[src/hw/rtl/wrws_pkg.sv]
// Shared constants, payload structs and the sequencer state type for the random walk step block.
package wrws_pkg;

   // The graph size is a power of two, so a node index wraps by truncation.
   localparam int NODES        = 1024;
   localparam int MAX_DEGREE   = 16;
   localparam int NODE_W       = $clog2(NODES);
   localparam int SLOT_W       = (MAX_DEGREE > 1) ? $clog2(MAX_DEGREE) : 1;
   localparam int DEG_W        = $clog2(MAX_DEGREE + 1);
   localparam int ADDR_W       = NODE_W + SLOT_W;
   localparam int FIELD_NODE_W = 10;
   localparam int WEIGHT_W     = 16;
   localparam int PROB_W       = 16;
   localparam int CUM_W        = 20;
   localparam int PROD_W       = CUM_W + PROB_W;

   localparam logic [PROB_W-1:0] CP_RESET = 16'd63898;

   localparam logic [1:0] ACT_ADD   = 2'd0;
   localparam logic [1:0] ACT_START = 2'd1;
   localparam logic [1:0] ACT_STEP  = 2'd2;

   localparam logic [1:0] ST_OK       = 2'd0;
   localparam logic [1:0] ST_FULL     = 2'd1;
   localparam logic [1:0] ST_NO_EDGES = 2'd2;

   typedef struct packed {
      logic [1:0]              action;
      logic [FIELD_NODE_W-1:0] node_a;
      logic [FIELD_NODE_W-1:0] node_b;
      logic [WEIGHT_W-1:0]     weight;
      logic [PROB_W-1:0]       random;
   } req_type;

   typedef struct packed {
      logic [FIELD_NODE_W-1:0] node;
      logic                    walk_ended;
      logic [1:0]              status;
   } rsp_type;

   typedef struct packed {
      logic [NODE_W-1:0] deg_raddr;
      logic              deg_we;
      logic [NODE_W-1:0] deg_waddr;
      logic [DEG_W-1:0]  deg_wdata;
      logic [ADDR_W-1:0] tab_raddr;
      logic              tab_we;
      logic [ADDR_W-1:0] tab_waddr;
      logic [NODE_W-1:0] nb_wdata;
      logic [CUM_W-1:0]  cum_wdata;
   } store_req_type;

   typedef struct packed {
      logic [DEG_W-1:0]  deg_rdata;
      logic [NODE_W-1:0] nb_rdata;
      logic [CUM_W-1:0]  cum_rdata;
   } store_rsp_type;

   typedef enum logic [3:0] {
      S_CLEAR,
      S_IDLE,
      S_ADD_DB,
      S_ADD_CHK,
      S_ADD_WA,
      S_ADD_WB,
      S_START_CHK,
      S_STEP_DEG,
      S_STEP_TOT,
      S_STEP_TGT,
      S_PROBE_MUL,
      S_PROBE_CMP,
      S_STEP_NB,
      S_DONE
   } state_type;

endpackage

[src/hw/rtl/wrws_mul.sv]
// Shared registered multiplier used for the search target and every probe of the search.
module wrws_mul (
   input  logic                        clock,
   input  logic [wrws_pkg::CUM_W-1:0]  op_a,
   input  logic [wrws_pkg::PROB_W-1:0] op_b,
   output logic [wrws_pkg::PROD_W-1:0] prod
);

   logic [wrws_pkg::PROD_W-1:0] prod_ff;
   logic [wrws_pkg::PROD_W-1:0] prod_in;

   assign prod_in = wrws_pkg::PROD_W'(op_a) * wrws_pkg::PROD_W'(op_b);

   always_ff @(posedge clock) begin
      prod_ff <= prod_in;
   end

   assign prod = prod_ff;

endmodule

[config.mk]
export PLATFORM = sky130hd
export DESIGN_NAME = wrws_mul
export DESIGN_NICKNAME = d
export VERILOG_FILES = /design/src/hw/rtl/wrws_pkg.sv /design/src/hw/rtl/wrws_mul.sv
export SDC_FILE = /design/constraint.sdc
export NUM_CORES = 1
export LEC_CHECK = 0
export BUFFER_PORTS_ARGS = -buffer_cell sky130_fd_sc_hd__buf_2
export CELL_PAD_IN_SITES_DETAIL_PLACEMENT = 2
export CELL_PAD_IN_SITES_GLOBAL_PLACEMENT = 2
export CORE_MARGIN = 2
export CORE_UTILIZATION = 40
export CTS_BUF_LIST = sky130_fd_sc_hd__clkbuf_16
export CTS_CLUSTER_DIAMETER = 50
export DETAILED_ROUTE_END_ITERATION = 6
export PLACE_DENSITY = 0.81
export SETUP_SLACK_MARGIN = 0.15
export SYNTH_ARGS = -nofsm -noshare
export SYNTH_HDL_FRONTEND = slang
export SYNTH_SLANG_ARGS = --single-unit
export TNS_END_PERCENT = 1
[constraint.sdc]
create_clock -name clock -period 7.75 [get_ports clock]
set_input_delay 0.3875 -clock clock [delete_from_list [all_inputs] [get_ports clock]]
set_output_delay 0.3875 -clock clock [all_outputs]
set_load 0.01 [all_outputs]
---- Yosys cells after proc, flatten, opt, wreduce, memory -nomap -nowiden ----
Index checks and enable logic that the tools add are counted.
W data, S select, Z words.
storage, ports and cells
  output and inout bits ................... 36
  register bits after elaboration ......... 36
cells by class
  multipliers ............................. 1
operators with widths
  cell              number
  $mul A20 B16 Y36  1

---- Logic depth before layout (Yosys ltp) ----
Gate-level depths: netlist (run 1).
  depth after elaboration ................. 1
  depth in mapped cells ................... 21

---- Worst setup path after synthesis (run 1) ----
Ideal clock, no wire load.
  path type ............................... input to register
  start ................................... in op_a[11] in the netlist's numbering
  end ..................................... reg prod_ff, in the netlist prod[35]
  stages on the path ...................... 18
  arrival time ............................ 5.568 ns
  buffers on the path ..................... 1
  required time ........................... 7.671 ns
  slack ................................... 2.103 ns
  cell sequence ........................... clkbuf_1 -> nand2_1 -> fa_1 -> fa_1 -> fa_1 -> inv_1 -> fa_1 -> fa_1 -> inv_1 -> fa_1 -> inv_1 -> ha_1 -> o211ai_1 -> a21oi_1 -> and2b_2 -> or4_4 -> a211o_2 -> o211ai_1
on the way
  longest elaborated chain between the ends .. 1
ends and longest elaborated chain
  item                        RTL line        source
  start, declared             wrws_mul.sv:4   input logic [wrws_pkg::CUM_W-1:0] op_a,
  $mul A20 B16 Y36            wrws_mul.sv:12  assign prod_in = wrws_pkg::PROD_W'(op_a) * wrws_pkg::PROD_W'(op_b);
  named net prod_in, one bit  wrws_mul.sv:10  logic [wrws_pkg::PROD_W-1:0] prod_in;
  end signal, assigned        wrws_mul.sv:15  prod_ff <= prod_in;
  end, declared               wrws_mul.sv:9   logic [wrws_pkg::PROD_W-1:0] prod_ff;
The timed path passes the listed nets, and every way through them passes these cells.

---- Final worst setup path (run 1) ----
  start ................................... in op_a[6] in the netlist's numbering
  end ..................................... reg prod_ff, in the netlist prod[31]
Same word-level chain as after synthesis.

==> flow_summary.ini, run 1 <==
[clock_network]
cts_buffers = 5
htree_num_levels = 2
max-clock-path-buffers = 2
root_buffer = clkbuf_16
postCtsHoldBufs = 0
cts.clk_slew.worst_paths_ns = 0.05
cts_resized = 0
cts.sinks = 36
cts_setup_buffers = 0
cts_tree = done

[finish]
largest_register_ffs = 36
drive_gt1_frac = 0.0667
final_area_sq_um = 12200
fin_nets = 1699
register_area_sq_um = 721
syn2layout_area_growth_pct = 6.20
fillers = 3156
n_antenna_cell = 0
multi_input_area_sq_um = 9460

[yosys]
synth.area.top_cells = fa_1 (44%), ha_1 (12%), inv_1 (8.8%)
yosys_warnings = 0
yosys.area.top_type = fa_1
syn_area_sq_um = 11400
synth.distinct_cells = 59
synthFlopType = dfxtp_1
syn_inst = 1285
synth_enable_flop_cells = 0
syn_nets = 1680
synth_seq_cells = 36
synth-compound-area-share = 0.0740
async_reset_ff_frac = 0
yosys.area_share.simple = 0.175
synthAdderAreaFrac = 0.556
syn_area_per_cell_sq_um = 8.90
synthXorXnorAreaFrac = 0.0214
synthMuxAreaShare = 0.000875
synth_top_area_frac = 0.437
synth_top_family_by_area = adder cells
ys_seq_area_frac = 0.0630

[route]
via_per_inst = 5.21
ant_nets = 0
vias = 8760
dr.pass1.iters = 4
drt-total-wl_microns = 35400
wl_per_cell_microns = 21.1
drc = 0
drt_iter0_markers = 267

[sta]
fmax_mhz = 163
setup_viol = 0
hold_viol = 0
setup-tns-final_ns = 0
rsz0062_at_grt = no
finalWorstPathRequiredPeriod_ns = 6.13
finalCritPeriodShare = 0.791
slew-limit-headroom = 0.421
tightestPinTransition_ns = 0.860
drv_slew = 0
timing.hold.ws_ns = 0.570

[setup_path]
worstPathArrival_ns = 6.28
worstSetupEndpointType = flip-flop
worst_path_max_delay_cell = fa_1
critPathMaxStageDelay_ns = 0.54
crit_chain = buf_2 -> nand2_1 -> fa_1 -> inv_1 -> fa_1 -> inv_1 -> fa_1 -> inv_1 -> fa_1 -> fa_1 -> inv_1 -> fa_1 -> inv_1 -> ha_1 -> a21oi_1 -> nand2_1 -> a2111oi_4 -> or4_4 -> a21oi_2 -> o311a_1
critical_path.max_fanout = 16
crit_path_start_kind = input pin
cpMostUsedCell = fa_1
required_ns = 7.91
critPathKind = in -> reg

[grt]
grt_pass1_wl_microns = 57700
grt_max_degree = 21
antenna_found_initial = 0
grt_usage = 0.246
grt_pass1_vias = 10800
grt-ovfl-total = 0

[die]
die_height_microns = 173
core-area_sq_um = 28000
ios = 73
start_util = 0.408
rows = 61
die_area_sq_um = 30000
die_x_microns = 173

[place]
routabilityCongestion = 0.837
dp_hpwl_microns = 30100
post_dp_cell_area_sq_um = 12000
portBuffers = 72

[hold_path]
hold_path_end = prod[0]$_DFF_P_
hold_depth = 2
worstHoldStart = op_a[0]
hold_path.class = in -> reg

[run_status]
run_status = complete, no violations

[flow_run]
maxCapViolations = 0
-- cell usage in the layout (no fill, tap or decap), types with 2 or more instances in the layout --
master and instances:
nor2b_1 3, inv_1 268, nor2_1 18, fa_1 250, o21bai_1 3, buf_2 72
and4_1 2, and2_1 151, o21ai_0 19, dfxtp_1 36, xor2_1 9, a21oi_1 44
a21o_1 12, a31oi_1 7, and3_1 5, nor3_1 4, nand3_1 5, nand4_1 5
clkbuf_16 5, a311oi_1 2, o21a_1 5, nand2_1 203, a211oi_1 5, o211ai_1 5
o2111a_1 2, ha_1 108, o2111ai_1 4, nor4_1 2, and2b_2 2, o211a_1 2
xnor2_1 19, clkinv_1 2
-- how the worst max path moves through the flow --
stage	to	startpoint	slack, ns
finish	prod[31]$_DFF_P_	op_a[6]	1.62
global route	prod[30]$_DFF_P_	op_a[7]	1.30
CTS	prod[31]$_DFF_P_	op_a[6]	1.60
detailed placement	prod[31]$_DFF_P_	op_a[6]	1.30
global placement	prod[31]$_DFF_P_	op_a[7]	1.47
floorplan	prod[35]$_DFF_P_	op_a[11]	2.10
-- critical path: cells and delay by family --
family,cells,cell delay [ns]
adder cells (fa/ha/maj),7,3.46
AO/OA/AOI/OAI,4,1.19
AND/OR/NAND/NOR,3,0.56
buffers and inverters,6,0.66
-- per-layer routing --
metal / track usage / up-vias / part of all wire
li1: - / 3911 / -
met1: 0.279 / 4675 / 0.38
met2: 0.491 / 122 / 0.57
met3: 0.0174 / 52 / 0.016
met4: 0.0657 / 0 / 0.027
met5: 0 / - / 0
-- cell families (layout without fill, tap and decap cells) --
family          Yosys count  in the layout
fa+ha+maj               358            358
compound gates          127            127
simple gates            407            407
flops                    36             36
mux                       1              1
xor+xnor                 28             28
buf+inv                 328            347
-- cell usage after synthesis (3+ instances only) --
library cell / n
a211oi_1: 5
a21o_1: 12
a21oi_1: 44
a31oi_1: 7
and2_1: 151
and3_1: 5
clkbuf_1: 54
dfxtp_1: 36
fa_1: 250
ha_1: 108
inv_1: 268
nand2_1: 203
nand3_1: 5
nand4_1: 5
nor2_1: 18
nor2b_1: 3
nor3_1: 4
o2111ai_1: 4
o211ai_1: 5
o21a_1: 5
o21ai_0: 19
o21bai_1: 3
xnor2_1: 19
xor2_1: 9
-- stage by stage --
step,setup WS [ns],utilization,std cells
CTS,1.60,0.434,1682
detailed placement,1.30,0.429,1675
global placement,1.47,0.429,1675
global route,1.30,0.434,1682
floorplan,2.10,-,1285
finish,1.62,0.434,1682
-- layout make-up --
| class | count | share of cell area |
|---|---|---|
| multi-input combinational | 921 | 0.778 |
| inverter | 268 | 0.0828 |
| sequential | 36 | 0.0593 |
| tap | 378 | 0.0389 |
| timing repair buffer | 72 | 0.0297 |
| clock buffer | 5 | 0.0103 |
| clock inverter | 2 | 0.000618 |
Power of run 1 is not shown: default switching activity piles up to over one toggle a cycle in this logic, so the estimate is an artifact.
==> run 2: changes to the inputs <==
--- a/config.mk
+++ b/config.mk
@@ -9,11 +9,11 @@
 export CELL_PAD_IN_SITES_DETAIL_PLACEMENT = 2
 export CELL_PAD_IN_SITES_GLOBAL_PLACEMENT = 2
 export CORE_MARGIN = 2
-export CORE_UTILIZATION = 40
+export CORE_UTILIZATION = 36
 export CTS_BUF_LIST = sky130_fd_sc_hd__clkbuf_16
 export CTS_CLUSTER_DIAMETER = 50
 export DETAILED_ROUTE_END_ITERATION = 6
-export PLACE_DENSITY = 0.81
+export PLACE_DENSITY = 0.77
 export SETUP_SLACK_MARGIN = 0.15
 export SYNTH_ARGS = -nofsm -noshare
 export SYNTH_HDL_FRONTEND = slang
==> constraint.sdc (replaced) <==
create_clock -name clock -period 5.5 [get_ports clock]
set_input_delay 0.275 -clock clock [delete_from_list [all_inputs] [get_ports clock]]
set_output_delay 0.275 -clock clock [all_outputs]
set_load 0.01 [all_outputs]
==> run 2 against run 1 <==
The flow now finishes with violations (setup timing). Critical path depth increased by 1. Via count up 9.6%. Wire length rose by 19%. Largest cell class unchanged. Highest routed layer unchanged.
==> flow_summary.ini, run 2 (same netlist as run 1, synthesis figures left out) <==
[route]
ant_nets = 0
wl_per_cell_microns = 22.6
drc = 0
drt-total-wl_microns = 42100
drt_iter0_markers = 362
dr.pass1.iters = 5
via_per_inst = 5.16
vias = 9605

[clock_network]
root_buffer = clkbuf_16
cts.clk_slew.worst_paths_ns = 0.07
cts.sinks = 36
cts_tree = done
max-clock-path-buffers = 2
postCtsHoldBufs = 0
cts_buffers = 5
htree_num_levels = 2

[sta]
timing.final.ws_setup_ns = -0.0136
fmax_mhz = 181
drv_slew = 0
finalWorstPathRequiredPeriod_ns = 5.51
rsz0062_at_grt = yes
slew-limit-headroom = 0.715
tightestPinTransition_ns = 0.428
setup_viol = 1
hold_viol = 0
finalCritPeriodShare = 1.00

[grt]
grt_max_degree = 21
grt_pass1_wl_microns = 66300
grt_pass1_vias = 11900
grt-ovfl-total = 0
grt_usage = 0.263
antenna_found_initial = 0

[setup_path]
critPathMaxStageDelay_ns = 0.56
critical_path.max_fanout = 10
crit_path_start_kind = input pin
worst_path_max_delay_cell = fa_1
critPathBufInv = 7
worstPathArrival_ns = 5.72
critPathTopFamily = adder cells
crit_chain = buf_6 -> buf_4 -> buf_4 -> and2_1 -> fa_1 -> fa_1 -> inv_1 -> fa_1 -> fa_1 -> inv_1 -> fa_1 -> ha_4 -> ha_4 -> nand4_1 -> or3_4 -> buf_4 -> and2b_2 -> nor4_2 -> buf_4 -> a211o_2 -> o211ai_1
required_ns = 5.70
cpMostUsedCell = fa_1
critPathKind = in -> reg
worstSetupEndpointType = flip-flop

[finish]
final_area_sq_um = 13800
final_cell_mix = inv_1 (266), fa_1 (246), nand2_1 (201)
final_common_cell = inv_1
largest_register_ffs = 36
syn2layout_area_growth_pct = 20.3
fin_nets = 1853
drive_gt1_frac = 0.195

[run_status]
run_status = complete, but fails checks
violations = setup timing

[die]
die_area_sq_um = 33200
rows = 65
die_x_microns = 182
die_height_microns = 182
core-area_sq_um = 31400
start_util = 0.364
ios = 73

[hold_path]
hold_path.class = in -> reg

[place]
routabilityCongestion = 0.870
portBuffers = 72
post_dp_cell_area_sq_um = 13300
dp_hpwl_microns = 36600

[flow_run]
maxCapViolations = 0
==> run 2: final cells by class <==
class	instances	area (sq um)
Fill cell	3477	17600
Multi-Input combinational cell	921	9700
Timing Repair Buffer	226	1690
Inverter	268	1010
Sequential cell	36	721
Tap cell	402	503
Clock buffer	5	125
Clock inverter	3	21.3
Antenna cell	1	2.50
==> run 2: path summary, 6_finish.rpt <==
kind,from,end,slack (ns),cells past startpoint
worst max-delay path,op_a[14],prod[35]$_DFF_P_,-0.01,21
worst min-delay path,op_a[0],prod[0]$_DFF_P_,0.43,2
==> run 2: per-stage QoR <==
| stage | utilization | instances | hold slack (ns) | setup WS, ns | setup TNS [ns] |
|---|---|---|---|---|---|
| after floorplan | - | 1285 | 0.402 | 0.148 | 0 |
| after global placement | 0.425 | 1850 | 0.668 | -0.313 | -4.07 |
| after detailed placement | 0.425 | 1850 | 0.672 | -0.612 | -9.08 |
| after CTS | 0.437 | 1860 | 0.427 | 0.0312 | 0 |
| after global routing | 0.439 | 1861 | 0.434 | -0.168 | -1.63 |
| final | 0.439 | 1862 | 0.429 | -0.0136 | -0.0136 |
==> run 2: what timing repair did <==
action / 4_1_cts / 5_1_grt
hold endpoints to repair: 0 / 0
buffers inserted: 2 / 1
pin swaps: 14 / 3
resized for setup: 59 / 11
endpoints found under the setup margin: 21 / 20
==> run 2: per-layer routing <==
metal,part of all wire,GRT usage
met1,0.35,0.272
met2,0.57,0.531
met3,0.022,0.0249
met4,0.051,0.118
met5,0,0
Power of run 2 is left out for the same reason.
