**config.mk**
```make
export PLATFORM = sky130hd
export DESIGN_NAME = wrws_seq
export DESIGN_NICKNAME = d
export VERILOG_FILES = /design/src/hw/rtl/wrws_pkg.sv /design/src/hw/rtl/wrws_seq.sv
export SDC_FILE = /design/constraint.sdc
export NUM_CORES = 1
export LEC_CHECK = 0
export ABC_AREA = 1
export BUFFER_PORTS_ARGS = -buffer_cell sky130_fd_sc_hd__clkbuf_2
export CORE_UTILIZATION = 40
export CTS_BUF_LIST = sky130_fd_sc_hd__clkbuf_16
export CTS_CLUSTER_SIZE = 30
export DETAILED_ROUTE_END_ITERATION = 16
export MAX_ROUTING_LAYER = met4
export SYNTH_ARGS = -nofsm -noshare
export SYNTH_HDL_FRONTEND = slang
export SYNTH_SLANG_ARGS = --single-unit
export TNS_END_PERCENT = 5
```
**constraint.sdc**
```tcl
create_clock -name clock -period 7 [get_ports clock]
set_input_delay 0.35 -clock clock [delete_from_list [all_inputs] [get_ports clock]]
set_output_delay 0.35 -clock clock [all_outputs]
set_load 0.01 [all_outputs]
```
**src/hw/rtl/wrws_pkg.sv**
```systemverilog
// Shared constants, payload structs and the sequencer state type for the random walk step block.
package wrws_pkg;

   // The graph size is a power of two, so a node index wraps by truncation.
   localparam int NODES        = 1024;
   localparam int MAX_DEGREE   = 16;
   localparam int NODE_W       = $clog2(NODES);
   localparam int SLOT_W       = (MAX_DEGREE > 1) ? $clog2(MAX_DEGREE) : 1;
   localparam int DEG_W        = $clog2(MAX_DEGREE + 1);
   localparam int ADDR_W       = NODE_W + SLOT_W;
   localparam int FIELD_NODE_W = 10;
   localparam int WEIGHT_W     = 16;
   localparam int PROB_W       = 16;
   localparam int CUM_W        = 20;
   localparam int PROD_W       = CUM_W + PROB_W;

   localparam logic [PROB_W-1:0] CP_RESET = 16'd63898;

   localparam logic [1:0] ACT_ADD   = 2'd0;
   localparam logic [1:0] ACT_START = 2'd1;
   localparam logic [1:0] ACT_STEP  = 2'd2;

   localparam logic [1:0] ST_OK       = 2'd0;
   localparam logic [1:0] ST_FULL     = 2'd1;
   localparam logic [1:0] ST_NO_EDGES = 2'd2;

   typedef struct packed {
      logic [1:0]              action;
      logic [FIELD_NODE_W-1:0] node_a;
      logic [FIELD_NODE_W-1:0] node_b;
      logic [WEIGHT_W-1:0]     weight;
      logic [PROB_W-1:0]       random;
   } req_type;

   typedef struct packed {
      logic [FIELD_NODE_W-1:0] node;
      logic                    walk_ended;
      logic [1:0]              status;
   } rsp_type;

   typedef struct packed {
      logic [NODE_W-1:0] deg_raddr;
      logic              deg_we;
      logic [NODE_W-1:0] deg_waddr;
      logic [DEG_W-1:0]  deg_wdata;
      logic [ADDR_W-1:0] tab_raddr;
      logic              tab_we;
      logic [ADDR_W-1:0] tab_waddr;
      logic [NODE_W-1:0] nb_wdata;
      logic [CUM_W-1:0]  cum_wdata;
   } store_req_type;

   typedef struct packed {
      logic [DEG_W-1:0]  deg_rdata;
      logic [NODE_W-1:0] nb_rdata;
      logic [CUM_W-1:0]  cum_rdata;
   } store_rsp_type;

   typedef enum logic [3:0] {
      S_CLEAR,
      S_IDLE,
      S_ADD_DB,
      S_ADD_CHK,
      S_ADD_WA,
      S_ADD_WB,
      S_START_CHK,
      S_STEP_DEG,
      S_STEP_TOT,
      S_STEP_TGT,
      S_PROBE_MUL,
      S_PROBE_CMP,
      S_STEP_NB,
      S_DONE
   } state_type;

endpackage

```
**src/hw/rtl/wrws_seq.sv**
```systemverilog
// Sequencer: item decode, edge append, degree clear sweep, binary search and result register.
module wrws_seq (
   input  logic                        clock,
   input  logic                        reset,
   input  logic                        req_valid,
   output logic                        req_ready,
   input  wrws_pkg::req_type           req_data,
   output logic                        rsp_valid,
   input  logic                        rsp_ready,
   output wrws_pkg::rsp_type           rsp_data,
   input  logic                        csr_valid,
   output logic                        csr_ready,
   input  logic [wrws_pkg::PROB_W-1:0] csr_data,
   output wrws_pkg::store_req_type     st_req,
   input  wrws_pkg::store_rsp_type     st_rsp,
   output logic [wrws_pkg::CUM_W-1:0]  mul_a,
   output logic [wrws_pkg::PROB_W-1:0] mul_b,
   input  logic [wrws_pkg::PROD_W-1:0] mul_prod
);

   localparam int NW = wrws_pkg::NODE_W;
   localparam int SW = wrws_pkg::SLOT_W;
   localparam int DW = wrws_pkg::DEG_W;
   localparam int CW = wrws_pkg::CUM_W;

   wrws_pkg::state_type state_ff, state_in;
   logic [NW-1:0]                   clr_ff, clr_in;
   logic [NW-1:0]                   a_ff, a_in;
   logic [NW-1:0]                   b_ff, b_in;
   logic [wrws_pkg::WEIGHT_W-1:0]   weight_ff, weight_in;
   logic [wrws_pkg::PROB_W-1:0]     draw_ff, draw_in;
   logic [DW-1:0]                   da_ff, da_in;
   logic [DW-1:0]                   db_ff, db_in;
   logic [CW-1:0]                   cum_a_ff, cum_a_in;
   logic [SW-1:0]                   lo_ff, lo_in;
   logic [SW-1:0]                   hi_ff, hi_in;
   logic [wrws_pkg::PROD_W-1:0]     target_ff, target_in;
   logic [1:0]                      status_ff, status_in;
   logic                            ended_ff, ended_in;
   logic [NW-1:0]                   cur_ff, cur_in;
   logic                            active_ff, active_in;
   logic [wrws_pkg::PROB_W-1:0]     cp_ff, cp_in;
   logic                            rsp_valid_ff, rsp_valid_in;
   wrws_pkg::rsp_type               rsp_data_ff, rsp_data_in;

   logic [NW-1:0] req_a;
   logic [NW-1:0] req_b;
   logic [SW-1:0] mid;
   logic [SW-1:0] nlo;
   logic [SW-1:0] nhi;
   logic [SW-1:0] nmid;
   logic [CW-1:0] prev;
   logic [CW-1:0] cum_new;
   logic          room;

   assign req_a = req_data.node_a[NW-1:0];
   assign req_b = req_data.node_b[NW-1:0];
   assign mid   = SW'(({1'b0, lo_ff} + {1'b0, hi_ff}) >> 1);

   always_comb begin
      state_in     = state_ff;
      clr_in       = clr_ff;
      a_in         = a_ff;
      b_in         = b_ff;
      weight_in    = weight_ff;
      draw_in      = draw_ff;
      da_in        = da_ff;
      db_in        = db_ff;
      cum_a_in     = cum_a_ff;
      lo_in        = lo_ff;
      hi_in        = hi_ff;
      target_in    = target_ff;
      status_in    = status_ff;
      ended_in     = ended_ff;
      cur_in       = cur_ff;
      active_in    = active_ff;
      cp_in        = cp_ff;
      rsp_valid_in = rsp_valid_ff;
      rsp_data_in  = rsp_data_ff;
      nlo          = lo_ff;
      nhi          = hi_ff;
      nmid         = mid;
      prev         = '0;
      cum_new      = '0;
      room         = 1'b0;
      mul_a        = st_rsp.cum_rdata;
      mul_b        = cp_ff;
      st_req           = '0;
      st_req.deg_raddr = req_a;

      if (csr_valid) begin
         cp_in = csr_data;
      end
      if (rsp_valid_ff && rsp_ready) begin
         rsp_valid_in = 1'b0;
      end

      case (state_ff)
         wrws_pkg::S_CLEAR: begin
            st_req.deg_we    = 1'b1;
            st_req.deg_waddr = clr_ff;
            st_req.deg_wdata = '0;
            clr_in           = clr_ff + 1'b1;
            if (clr_ff == NW'(wrws_pkg::NODES - 1)) begin
               state_in = wrws_pkg::S_IDLE;
            end
         end
         wrws_pkg::S_IDLE: begin
            if (req_valid) begin
               a_in      = req_a;
               b_in      = req_b;
               weight_in = req_data.weight;
               draw_in   = req_data.random;
               status_in = wrws_pkg::ST_OK;
               ended_in  = 1'b0;
               case (req_data.action)
                  wrws_pkg::ACT_ADD: begin
                     state_in = wrws_pkg::S_ADD_DB;
                  end
                  wrws_pkg::ACT_START: begin
                     cur_in    = req_a;
                     active_in = 1'b1;
                     state_in  = wrws_pkg::S_START_CHK;
                  end
                  wrws_pkg::ACT_STEP: begin
                     st_req.deg_raddr = cur_ff;
                     if (!active_ff) begin
                        ended_in = 1'b1;
                        state_in = wrws_pkg::S_DONE;
                     end else if (req_data.random > cp_ff) begin
                        active_in = 1'b0;
                        ended_in  = 1'b1;
                        state_in  = wrws_pkg::S_DONE;
                     end else begin
                        state_in = wrws_pkg::S_STEP_DEG;
                     end
                  end
                  default: begin
                     state_in = wrws_pkg::S_DONE;
                  end
               endcase
            end
         end
         wrws_pkg::S_ADD_DB: begin
            da_in            = st_rsp.deg_rdata;
            st_req.deg_raddr = b_ff;
            state_in         = wrws_pkg::S_ADD_CHK;
         end
         wrws_pkg::S_ADD_CHK: begin
            db_in = st_rsp.deg_rdata;
            if (a_ff == b_ff) begin
               room = (int'(da_ff) + 2) <= wrws_pkg::MAX_DEGREE;
            end else begin
               room = (int'(da_ff) < wrws_pkg::MAX_DEGREE) &&
                      (int'(st_rsp.deg_rdata) < wrws_pkg::MAX_DEGREE);
            end
            st_req.tab_raddr = {a_ff, SW'(da_ff - 1'b1)};
            if (room) begin
               state_in = wrws_pkg::S_ADD_WA;
            end else begin
               status_in = wrws_pkg::ST_FULL;
               state_in  = wrws_pkg::S_DONE;
            end
         end
         wrws_pkg::S_ADD_WA: begin
            prev             = (da_ff == '0) ? '0 : st_rsp.cum_rdata;
            cum_new          = prev + CW'(weight_ff);
            cum_a_in         = cum_new;
            st_req.tab_we    = 1'b1;
            st_req.tab_waddr = {a_ff, SW'(da_ff)};
            st_req.nb_wdata  = b_ff;
            st_req.cum_wdata = cum_new;
            st_req.deg_we    = 1'b1;
            st_req.deg_waddr = a_ff;
            st_req.deg_wdata = da_ff + 1'b1;
            st_req.tab_raddr = {b_ff, SW'(db_ff - 1'b1)};
            state_in         = wrws_pkg::S_ADD_WB;
         end
         wrws_pkg::S_ADD_WB: begin
            st_req.tab_we    = 1'b1;
            st_req.nb_wdata  = a_ff;
            st_req.deg_we    = 1'b1;
            st_req.deg_waddr = b_ff;
            // A self-loop takes the slot just after the one written in S_ADD_WA.
            if (a_ff == b_ff) begin
               prev             = cum_a_ff;
               st_req.tab_waddr = {b_ff, SW'(da_ff + 1'b1)};
               st_req.deg_wdata = da_ff + DW'(2);
            end else begin
               prev             = (db_ff == '0) ? '0 : st_rsp.cum_rdata;
               st_req.tab_waddr = {b_ff, SW'(db_ff)};
               st_req.deg_wdata = db_ff + 1'b1;
            end
            cum_new          = prev + CW'(weight_ff);
            st_req.cum_wdata = cum_new;
            state_in         = wrws_pkg::S_DONE;
         end
         wrws_pkg::S_START_CHK: begin
            if (st_rsp.deg_rdata == '0) begin
               status_in = wrws_pkg::ST_NO_EDGES;
            end
            state_in = wrws_pkg::S_DONE;
         end
         wrws_pkg::S_STEP_DEG: begin
            lo_in            = '0;
            hi_in            = SW'(st_rsp.deg_rdata - 1'b1);
            st_req.tab_raddr = {cur_ff, SW'(st_rsp.deg_rdata - 1'b1)};
            if (st_rsp.deg_rdata == '0) begin
               status_in = wrws_pkg::ST_NO_EDGES;
               state_in  = wrws_pkg::S_DONE;
            end else begin
               state_in = wrws_pkg::S_STEP_TOT;
            end
         end
         wrws_pkg::S_STEP_TOT: begin
            // The node total arrives now; draw times total is the search target.
            mul_b    = draw_ff;
            state_in = wrws_pkg::S_STEP_TGT;
         end
         wrws_pkg::S_STEP_TGT: begin
            target_in = mul_prod;
            if (lo_ff == hi_ff) begin
               st_req.tab_raddr = {cur_ff, lo_ff};
               state_in         = wrws_pkg::S_STEP_NB;
            end else begin
               st_req.tab_raddr = {cur_ff, mid};
               state_in         = wrws_pkg::S_PROBE_MUL;
            end
         end
         wrws_pkg::S_PROBE_MUL: begin
            state_in = wrws_pkg::S_PROBE_CMP;
         end
         wrws_pkg::S_PROBE_CMP: begin
            if (mul_prod >= target_ff) begin
               nhi = mid;
            end else begin
               nlo = SW'(mid + 1'b1);
            end
            nmid  = SW'(({1'b0, nlo} + {1'b0, nhi}) >> 1);
            lo_in = nlo;
            hi_in = nhi;
            if (nlo == nhi) begin
               st_req.tab_raddr = {cur_ff, nlo};
               state_in         = wrws_pkg::S_STEP_NB;
            end else begin
               st_req.tab_raddr = {cur_ff, nmid};
               state_in         = wrws_pkg::S_PROBE_MUL;
            end
         end
         wrws_pkg::S_STEP_NB: begin
            cur_in   = st_rsp.nb_rdata;
            state_in = wrws_pkg::S_DONE;
         end
         wrws_pkg::S_DONE: begin
            if (!rsp_valid_ff || rsp_ready) begin
               rsp_valid_in           = 1'b1;
               rsp_data_in.node       = wrws_pkg::FIELD_NODE_W'(cur_ff);
               rsp_data_in.walk_ended = ended_ff;
               rsp_data_in.status     = status_ff;
               state_in               = wrws_pkg::S_IDLE;
            end
         end
         default: begin
            state_in = wrws_pkg::S_IDLE;
         end
      endcase
   end

   always_ff @(posedge clock) begin
      if (reset) begin
         state_ff     <= wrws_pkg::S_CLEAR;
         clr_ff       <= '0;
         cur_ff       <= '0;
         active_ff    <= 1'b0;
         cp_ff        <= wrws_pkg::CP_RESET;
         rsp_valid_ff <= 1'b0;
      end else begin
         state_ff     <= state_in;
         clr_ff       <= clr_in;
         cur_ff       <= cur_in;
         active_ff    <= active_in;
         cp_ff        <= cp_in;
         rsp_valid_ff <= rsp_valid_in;
      end
   end

   always_ff @(posedge clock) begin
      a_ff        <= a_in;
      b_ff        <= b_in;
      weight_ff   <= weight_in;
      draw_ff     <= draw_in;
      da_ff       <= da_in;
      db_ff       <= db_in;
      cum_a_ff    <= cum_a_in;
      lo_ff       <= lo_in;
      hi_ff       <= hi_in;
      target_ff   <= target_in;
      status_ff   <= status_in;
      ended_ff    <= ended_in;
      rsp_data_ff <= rsp_data_in;
   end

   assign req_ready = (state_ff == wrws_pkg::S_IDLE);
   assign csr_ready = 1'b1;
   assign rsp_valid = rsp_valid_ff;
   assign rsp_data  = rsp_data_ff;

endmodule

```
# Word-level counts from Yosys, hierarchy flattened
# Index checks and enable logic that the tools add are counted.
# totals
regBits	184
in_bits	146
output_inout_bits	137
word_cells	134
# op_classes
add_sub_neg	13
magnitude_cmp	5
eq_ne	25
mux	49
reduce_logical	21
# op_table
operator	n
45-bit case mux with 2 select lines	1
20-bit two-way mux	4
14-bit case mux with 5 select lines	1
4-bit two-way mux	13
16-bit case mux with 3 select lines	1
4-bit case mux with 12 select lines	1
20-bit by 16-bit adder with 20-bit output	2
10-bit two-way mux	4
10-bit case mux with 2 select lines	2
36-bit greater-or-equal comparator	1
4-bit == test (second input constant)	6
4-bit by 3-bit == test with 1-bit output (second input constant)	4
16-bit > comparator	1
16-bit two-way mux	1
4-bit case mux with 2 select lines	2
5-bit logical NOT	3
4-bit case mux with 3 select lines	1
4-bit by 1-bit subtractor with 4-bit output (second input constant)	3
10-bit by 1-bit adder with 10-bit output (second input constant)	1
4-bit by 4-bit adder with 5-bit output	2
5-bit by 1-bit adder with 5-bit output (second input constant)	2
10-bit == test	1
10-bit == test (second input constant)	1
5-bit < comparator (second input constant)	2
29 further kinds	53

# Longest topological paths before layout
# logic_depth
depth_word	7
ltp_mapped	27
depth_no_buf	25

# Least setup slack after synthesis
# OpenSTA, ideal clock, no wires.
# synth_path
path_type	reg-to-reg
from	reg state_ff[0]
to	reg active_ff
setup_ns	0.110
t_arrival_ns	3.720
required_ns	6.890
path_slack_ns	3.171
stages_incl_launch_ff	12
n_path_buf	0
period_less_slack_ns	3.829
path_cell_list	dfxtp_1 -> inv_1 -> nor2_1 -> inv_2 -> nor2_4 -> inv_1 -> nor2_1 -> nand2_1 -> nand2_1 -> o21ai_1 -> nand2_1 -> inv_1
# synth_via
elab_chain_cells	2
# synth_lines
element	line	source
start: declaration	wrws_seq.sv:26	wrws_pkg::state_type state_ff, state_in;
start signal: assignment	wrws_seq.sv:271	state_ff <= wrws_pkg::S_CLEAR;
start signal: assignment	wrws_seq.sv:278	state_ff <= state_in;
4-bit by 1-bit == test with 1-bit output	-	
net req_ready	wrws_seq.sv:6	output logic req_ready,
3-bit AND reduction (no line)	-	
end signal: assignment	wrws_seq.sv:281	active_ff <= active_in;
end: declaration	wrws_seq.sv:41	logic active_ff, active_in;
# The timed path passes the listed nets, and every way through them passes these cells.
# A chain may end at the register's enable or synchronous reset.

==> results by group <==
Timing
  • Worst slew pin tran: around 1.1 ns
  • Max Clock Skew: 0.0159 ns
  • Hold slack final: 0.0687 ns
  • Minimum clock period: between 5 and 6 ns
  • Final Setup Violations: 0
  • RSZ-0062 raised after global routing: no
  • TNS Setup: 0 ns
  • Final Max Tran Viols: 0
  • Final Cycle Share: 73.0%
  • Fin. Hold Viols: 0
  • Fmax: around 0.2 GHz
  • Rel. slew slack: about 29%

Placement
  • Placed Area: 13900 um^2
  • PortBufs: 281
  • Routability cong.: 0.907
  • Post-DP HPWL: 26.7 mm

CTS
  • H-tree Lvls: 4
  • Sink Count: about 180
  • Resized Gates After CTS: 0
  • CTS Buf Count: 17
  • # hold bufs at CTS: 0
  • Root buf cell: clkbuf_16
  • Clk pin slew, worst setup/hold paths: 0.08 ns
  • CTS tree: yes
  • Latest clock arrival within the worst-skew pair: 0.46 ns
  • Post-CTS Setup Inserts: 0
  • Max Root-Sink Buffers: 2

Setup path
  • Arrival @ worst endpoint: 4.76 ns
  • Buffers and inverters on the worst path: 5
  • Critical Path Fanout Max: 20
  • Critical-path top delay cell: inv_1
  • Crit Path Category: reg -> out
  • Crit-path cells: inv_1, nand2_1, a21oi_1, nand2_1, nor2_1, nand2_1, inv_1, nand2_1, o31ai_1, ha_1, inv_1, fa_1, inv_1, nand3_1, nand2_1, a21oi_1, o21ai_0, a21oi_1, nor2_1, nand2_1, nand2_1, nand3_1, nand2_1, clkbuf_2
  • Crit path required time: 6.65 ns
  • CP endpoint kind: output pin
  • Reg-to-reg setup timing slack: around 3.4 ns
  • Crit path top cell by count: nand2_1
  • Crit-path max cell delay: 0.62 ns
  • Family with the most delay on the worst path: simple AND/OR/NAND/NOR gates
  • Crit path launch type: flip-flop

Logic synthesis
  • Avg Inst Size Synth: around 8 um^2
  • Gate Count Post-Synth: roughly 1500
  • Ys async rst share: 0%
  • Sequential share of the synthesized area: approximately two fifths
  • Ys Warns: 0
  • #FFs+latches synth: approximately 180
  • Cell variety after synth: 54
  • Predominant post-synthesis flop cell: edfxtp_1
  • Syn nets: 1739
  • Mapped Area: 12200 um^2
  • Post-synth EDFFs: roughly 140

Layout
  • Area of the multi-input gates: 6000 um^2
  • Layout cells sized above 1: 20.2%
  • Register area: 5100 um^2
  • Nets@finish: between 1500 and 2000
  • Syn-to-layout area delta: 18.3%
  • Cell area after layout: around 14000 um^2
  • Share of the core filled with cells: 48.4%
  • Filler cells: around 3000

Routing
  • First DRT Iteration DRCs: between 700 and 800
  • Vias: 11213
  • Post-Route WL: between 30 and 40 mm
  • # DRC: 0
  • Drt wl/cell: about 16 um
  • Drt via density: between 5 and 6
  • Antenna-violating nets left: 0
  • First-pass iteration count of the detailed router: 6

Die
  • Die area: 31200 um^2
  • Rows: 63
  • Chip Width: about 180 um
  • Starting Density: about two fifths
  • Die height: 177 um
  • I/O pins: 283
  • Core Region: 29900 um^2

Global routing
  • Largest net degree at the start of global routing: 55
  • First-pass GRT wire length: 54.8 mm
  • Initial antenna violation count: 4
  • Global route overflow: 0
  • GRT Util Overall: 23.3%
  • Vias in the first global route: 10810

Hold path
  • Worst min path class: in -> reg

Run status
  • Status: finished clean

Power
  • Power per cell area: 167 nW/um^2
  • Peak supply drop: approximately 170 uV
  • Leakage power: 6.85 nW
  • Tot Pwr: 0.00241 W

Run
  • Max-cap violation count: 0
report_power, final:
group          internal, W  switching (W)
Sequential         0.00118     0.00000314
Clock             0.000501       0.000469
Combinational     0.000108       0.000154
cell type report:
class                      instances  area share, %
multi-input combinational       1019           41.5
timing repair buffer             289           10.2
tap                              390           3.38
antenna                            4         0.0693
clock buffer                      17           2.94
sequential                       184           35.3
clock inverter                    15          0.996
inverter                         216           5.61
cells by family (layout without fill, tap and decap cells):
family	Yosys count	after routing	share of synthesized area, %
simple gates	530	530	18.3
other cells	1	5	0.0307
compound gates	339	339	16.2
flops	184	184	41.8
buf+inv	278	537	9.29
xor+xnor	37	37	2.65
fa+ha+maj	112	112	11.7
flip-flops by register name, summed over array words and instances, names as in the netlist, 5 cells and up:
register / cells
db_ff: 5
target_ff: 36
cur_ff: 10
b_ff: 10
cum_a_ff: 20
cp_ff: 16
a_ff: 10
weight_ff: 16
rsp_data: 13
da_ff: 5
draw_ff: 16
clr_ff: 10
per-layer routing:
layer | global-route usage (%) | part of all wire [%]
met1 | 29.4 | 45
met2 | 36.0 | 45
met3 | 5.88 | 7.7
met4 | 8.26 | 2.5
met5 | - | 0
cells in the final DEF, fill, tap and decap left out, types with 26 or more instances in the layout:
| cell type | count |
|---|---|
| nor2_1 | 102 |
| edfxtp_1 | 142 |
| dfxtp_1 | 42 |
| xor2_1 | 29 |
| o21ai_0 | 137 |
| nand3_1 | 56 |
| nand2_1 | 300 |
| ha_1 | 108 |
| inv_1 | 207 |
| clkbuf_2 | 281 |
| nand4_1 | 26 |
| a21oi_1 | 85 |
through the flow:
step	setup WS, ns	instances
after floorplan	3.17	1481
after detailed placement	2.33	2098
final	1.89	2134
after CTS	1.83	2130
after global routing	1.17	2134
after global placement	2.45	2098
synthesized netlist by cell type, drive strengths merged (3+ instances only):
cell type  count  area share [%]
and2           5            0.26
edfxtp       142              35
xnor2          8            0.57
and3           4            0.20
nand2        301             9.3
buf           33             1.8
o31ai         16            0.98
nand3         57             2.4
fa             4            0.66
dfxtp         42             6.9
o22ai         17            0.87
o311ai         3            0.22
xor2          29             2.1
nor2         112             3.7
a211oi         3            0.18
a31oi         15            0.77
a21oi         86             3.6
clkbuf        29            0.89
inv          216             6.6
nor4           4            0.20
a21boi         3            0.18
a21o           8            0.49
or2            6            0.31
o211ai         8            0.53
nand4         26             1.3
o21bai         9            0.55
ha           108              11
o21ai        146             6.0
nor3          12            0.49
o221ai        14             1.0
worst paths after layout:
path / endpoint / from / cells after the start
setup / recovery: st_req[18] / b_ff[1]$_DFFE_PP_ / 24
hold / removal: weight_ff[14]$_DFFE_PP_ / req_data[30] / 1
setup reg to reg: cum_a_ff[12]$_DFFE_PP_ / da_ff[0]$_DFFE_PP_ / 16
hold reg to reg: rsp_data[2]$_DFFE_PP_ / ended_ff$_SDFFCE_PN0P_ / 0
No activity file was read; power rests on OpenSTA's default activity.
